<file path="config.mk">
export PLATFORM = sky130hd
export DESIGN_NAME = rgbmf_chain
export DESIGN_NICKNAME = d
export VERILOG_FILES = /design/src/design/rgbmf_pkg.sv /design/src/design/rgbmf_cell.sv /design/src/design/rgbmf_chain.sv
export SDC_FILE = /design/constraint.sdc
export NUM_CORES = 2
export LEC_CHECK = 0
export ABC_AREA = 1
export BUFFER_PORTS_ARGS = -buffer_cell sky130_fd_sc_hd__buf_4
export CAP_MARGIN = 20
export CORE_ASPECT_RATIO = 1.4
export CORE_UTILIZATION = 55
export DETAILED_ROUTE_END_ITERATION = 8
export MAX_ROUTING_LAYER = met4
export PLACE_DENSITY = 0.81
export SLEW_MARGIN = 15
export SYNTH_ARGS = -nofsm -noshare
export SYNTH_HDL_FRONTEND = slang
export SYNTH_HIERARCHICAL = 1
export SYNTH_SLANG_ARGS = --single-unit
</file>
<file path="constraint.sdc">
create_clock -name i_clk -period 2.3 [get_ports i_clk]
set_input_delay 0.46 -clock i_clk [delete_from_list [all_inputs] [get_ports i_clk]]
set_output_delay 0.46 -clock i_clk [all_outputs]
set_load 0.05 [all_outputs]
</file>
<file path="src/design/rgbmf_pkg.sv">
// ----------------------------------------------------------------------------
// rgbmf_pkg
// Shared types and constants of the RGB window median filter.
// ----------------------------------------------------------------------------
`default_nettype none

package rgbmf_pkg;

    localparam int CHAN_W     = 8;   // one colour component
    localparam int POS_W      = 7;   // pos_x / pos_y
    localparam int DIM_W      = 8;   // img_width / img_height registers
    localparam int WIN_W      = 3;   // window_size register
    localparam int CFG_IDX_W  = 2;
    localparam int CFG_DATA_W = 8;

    localparam int DEF_MAX_WIDTH  = 128;
    localparam int DEF_MAX_HEIGHT = 128;
    localparam int DEF_MAX_WINDOW = 7;

    localparam logic [DIM_W-1:0] RST_IMG_WIDTH  = 8'd128;
    localparam logic [DIM_W-1:0] RST_IMG_HEIGHT = 8'd128;
    localparam logic [WIN_W-1:0] RST_WIN_SIZE   = 3'd3;

    // register indexes
    localparam logic [CFG_IDX_W-1:0] CFG_IMG_WIDTH  = 2'd0;
    localparam logic [CFG_IDX_W-1:0] CFG_IMG_HEIGHT = 2'd1;
    localparam logic [CFG_IDX_W-1:0] CFG_WIN_SIZE   = 2'd2;

    // operation codes
    localparam logic OP_LOAD  = 1'b0;
    localparam logic OP_QUERY = 1'b1;

    typedef struct packed {
        logic              op;
        logic [POS_W-1:0]  pos_x;
        logic [POS_W-1:0]  pos_y;
        logic [CHAN_W-1:0] in_red;
        logic [CHAN_W-1:0] in_green;
        logic [CHAN_W-1:0] in_blue;
    } t_rgbmf_in;

    typedef struct packed {
        logic [CHAN_W-1:0] out_red;
        logic [CHAN_W-1:0] out_green;
        logic [CHAN_W-1:0] out_blue;
    } t_rgbmf_out;

    // what one sorting cell shows its neighbors
    typedef struct packed {
        logic              vld;
        logic [CHAN_W-1:0] val;
        logic              gt;   // empty, or holds a value above the new one
    } t_rgbmf_link;

    typedef struct packed {
        logic clr;   // empty every cell
        logic ins;   // insert the broadcast value
        logic shf;   // move every value one cell toward cell 0
    } t_rgbmf_ctl;

endpackage

`default_nettype wire

</file>
<file path="src/design/rgbmf_cell.sv">
// ----------------------------------------------------------------------------
// rgbmf_cell
// One cell of the insertion sorting chain; holds one sorted channel value.
// ----------------------------------------------------------------------------
`default_nettype none

module rgbmf_cell (
    input  wire logic                     i_clk,
    input  wire logic                     i_rst_n,
    input  rgbmf_pkg::t_rgbmf_ctl         i_ctl,
    input  wire logic [7:0]               i_x,
    input  rgbmf_pkg::t_rgbmf_link        i_left,
    input  rgbmf_pkg::t_rgbmf_link        i_right,
    output rgbmf_pkg::t_rgbmf_link        o_link
);
    import rgbmf_pkg::*;

    logic              r_vld;
    logic [CHAN_W-1:0] r_val;
    logic              w_gt;

    assign w_gt   = !r_vld || (r_val > i_x);
    assign o_link = '{vld: r_vld, val: r_val, gt: w_gt};

    always_ff @(posedge i_clk) begin
        if (!i_rst_n || i_ctl.clr) begin
            r_vld <= 1'b0;
        end else if (i_ctl.ins && w_gt) begin
            r_vld <= i_left.gt ? i_left.vld : 1'b1;
        end else if (i_ctl.shf) begin
            r_vld <= i_right.vld;
        end
    end

    // open a slot: take the left value, or the new one where the gap is here
    always_ff @(posedge i_clk) begin
        if (i_ctl.ins && w_gt) begin
            r_val <= i_left.gt ? i_left.val : i_x;
        end else if (i_ctl.shf) begin
            r_val <= i_right.val;
        end
    end

endmodule

`default_nettype wire

</file>
<file path="src/design/rgbmf_chain.sv">
// ----------------------------------------------------------------------------
// rgbmf_chain
// Row of sorting cells for one colour channel; shows its two lowest cells.
// ----------------------------------------------------------------------------
`default_nettype none

module rgbmf_chain #(
    parameter int DEPTH = rgbmf_pkg::DEF_MAX_WINDOW * rgbmf_pkg::DEF_MAX_WINDOW
) (
    input  wire logic              i_clk,
    input  wire logic              i_rst_n,
    input  rgbmf_pkg::t_rgbmf_ctl  i_ctl,
    input  wire logic [7:0]        i_x,
    output logic [7:0]             o_lo0,
    output logic [7:0]             o_lo1
);
    import rgbmf_pkg::*;

    t_rgbmf_link w_link [DEPTH+2];   // [0] left edge, [DEPTH+1] right edge

    assign w_link[0]       = '{vld: 1'b1, val: '0, gt: 1'b0};
    assign w_link[DEPTH+1] = '{vld: 1'b0, val: '0, gt: 1'b1};

    for (genvar g = 0; g < DEPTH; g++) begin : g_cell
        rgbmf_cell u_cell (
            .i_clk   (i_clk),
            .i_rst_n (i_rst_n),
            .i_ctl   (i_ctl),
            .i_x     (i_x),
            .i_left  (w_link[g]),
            .i_right (w_link[g+2]),
            .o_link  (w_link[g+1])
        );
    end

    assign o_lo0 = w_link[1].val;
    assign o_lo1 = w_link[2].val;

endmodule

`default_nettype wire

</file>
==> impl_metrics.yaml <==
run_status:
  status: "completed"
timing:
  maxSlewHeadroom: 0.5373
  fin_ws_ns: 0.1294
  worstMarginPinSlew_ns: 0.6940
  fmax_mhz: 460.7
  final-hold-violation-count: 0
  post-route-period-util: 0.9437
  slew_violations: 0
  fin_skew_ns: 0.01460
  setup-tns-final_ns: 0
  period_needed_ns: 2.171
  rsz0062_at_grt: "no"
  setup_viol: 0
global_routing:
  grt_use_total: 0.3093
  antenna_found_initial: 0
  grt_start_max_net_pins: 50
  grt_first_pass_wirelength_um: 162300
  overflow: 0
  grt_pass1_vias: 33790
power_and_ir_drop:
  irDropWorstVdd_mv: 0.5774
  finalPower_uw: 30270
  pwr_density_cell_nw_per_um2: 730.7
  leakagePower_uw: 0.02327
critical_path:
  endpoint: "g_cell[43].u_cell/r_val[6]$_DFFE_PP_"
  cp-startpoint: "g_cell[42].u_cell/r_val[5]$_DFFE_PP_"
  reg2regPathDepth: 11
  cp.arrival_ns: 2.64
  worst_setup_path_start_kind: "register"
  critPathCaptureType: "register"
  cp_max_fo: 12
  reg2reg_to: "g_cell[43].u_cell/r_val[6]$_DFFE_PP_"
  cp_data_required_time_ns: 2.77
  worstSetupPathType: "register to register"
  ff2ff_setup_slack_ns: 0.13
  crit-reg2reg-launch: "g_cell[42].u_cell/r_val[5]$_DFFE_PP_"
final_layout:
  layout-drive-gt1-share: 0.1194
  seqCellArea_sq_um: 12750
  num_antenna_cells: 0
  multi_input_area_sq_um: 19390
  fin_area_sq_um: 41430
  nets: 5806
  area_delta_synth_final_pct: 14.33
  fillers: 5611
clock_network:
  htreeDepth: 2
  cts_tree: "done"
  path_clk_slew_ns: 0.06
  cts_root_buf: "clkbuf_16"
  clk_latency_ns: 0.60
  cts_buffers: 49
  ctsHoldBuffers: 0
  cts_sinks: 441
  clock_path_buffers: 3
route:
  post-route-drc-count: 0
  first_pass_iters: 6
  routed-via-count: 33560
  viasPerCell: 5.337
  wl_um: 99450
  final_antenna_net_count: 0
  drt_iter0_drc: 2235
  routedWlPerCell_um: 15.81
placement:
  dpl_worst_slack_ns: -0.3965
  io_buffers: 28
  dpl-instance-area_sq_um: 39640
  place.gp.congestion: 0.9855
  dp_hpwl_um: 75240
yosys:
  yosys_warnings: 6
  synthesis.area_sq_um: 36230
  netlist_instances: 5146
  syn_area_per_cell_sq_um: 7.041
die:
  core_area_sq_um: 65280
  initial_core_util: 0.5551
  die_y_um: 305.7
  die_w_um: 218.9
  rows: 111
  die-area_sq_um: 66920
  ios: 29
min_path:
  hold_path_class: "input port to register"
flow_run:
  max_cap_violations: 0
==> layer usage <==
metal | share of wire | GRT usage | wire length, um
met1 | 0.37 | 0.3194 | 36810
met2 | 0.52 | 0.5617 | 51560
met3 | 0.051 | 0.03562 | 5065
met4 | 0.061 | 0.1739 | 6018
met5 | 0 | - | 0
==> cell type report <==
cell class / count / share of cell area
Tap cell: 847 / 0.02558
Inverter: 735 / 0.06660
Clock inverter: 23 / 0.007732
Multi-Input combinational cell: 3798 / 0.4682
Clock buffer: 69 / 0.03413
Timing Repair Buffer: 376 / 0.08997
Sequential cell: 441 / 0.3078
==> critical path, cell delays in order, from the launching register on <==
cell      delay, ns
edfxtp_1       0.45
ha_1           0.34
a21oi_1        0.14
nor2_1         0.07
nor2_1         0.13
nand2_1        0.08
nand2_1        0.07
nand2_2        0.19
buf_12         0.21
o21ai_0        0.20
nand2_1        0.10
nand2_1        0.07
==> placed cells by master, fill, tap and decap left out, types with 2 or more instances in the layout <==
master and n:
clkinv_2 9, ha_1 392, a21o_1 49, nand2_2 39, a21oi_1 147, clkbuf_8 7, clkbuf_16 51, clkinvlp_4 2
edfxtp_1 392, o21ai_0 343, nand2_4 59, nand4_1 49, dfxtp_1 49, conb_1 25, nand3_1 98, clkinv_1 3
inv_1 686, buf_12 72, nor2_2 49, clkbuf_1 11, nand2_1 2401, inv_2 49, bufinv_16 8, buf_4 303
nor2_1 147
==> where the power goes <==
group / switching, uW / internal [uW] / total, uW
logic: 5650 / 3830 / 9480
clock network: 3440 / 5180 / 8610
registers: 1560 / 10600 / 12200
total: 10600 / 19600 / 30300
==> metrics by stage <==
step / util / instances / hold WS (ns)
6_report: 0.6347 / 6289 / 0.3233
5_1_grt: 0.6347 / 6289 / 0.3266
4_1_cts: 0.6339 / 6289 / 0.2903
3_5_place_dp: 0.6073 / 6197 / 0.5204
3_3_place_gp: 0.6073 / 6197 / 0.5035
2_1_floorplan: - / 5169 / 0.4810
==> what timing repair did <==
| item | in CTS | in global routing |
|---|---|---|
| resized for setup | 0 | 10 |
| buffers inserted | 0 | 0 |
| setup endpoints to repair | 0 | 53 |
==> registers in the layout, summed over array words and instances, names as in the netlist <==
register	count
g_cell.u_cell/r_val	392
g_cell.u_cell/r_vld	49
==> worst min-delay path by stage <==
stage / start / to / slack, ns / depth (start not counted)
2_1_floorplan: g_cell[0].u_cell/r_vld$_SDFFE_PP0P_ / g_cell[0].u_cell/r_vld$_SDFFE_PP0P_ / 0.48 / 2
3_3_place_gp: g_cell[48].u_cell/r_vld$_SDFFE_PP0P_ / g_cell[48].u_cell/r_vld$_SDFFE_PP0P_ / 0.50 / 2
3_5_place_dp: g_cell[46].u_cell/r_vld$_SDFFE_PP0P_ / g_cell[46].u_cell/r_vld$_SDFFE_PP0P_ / 0.52 / 2
4_1_cts: i_rst_n / g_cell[21].u_cell/r_vld$_SDFFE_PP0P_ / 0.29 / 3
5_1_grt: i_rst_n / g_cell[5].u_cell/r_vld$_SDFFE_PP0P_ / 0.33 / 3
6_report: i_rst_n / g_cell[17].u_cell/r_vld$_SDFFE_PP0P_ / 0.32 / 3
Note: power is estimated with default switching activity, not from simulation.
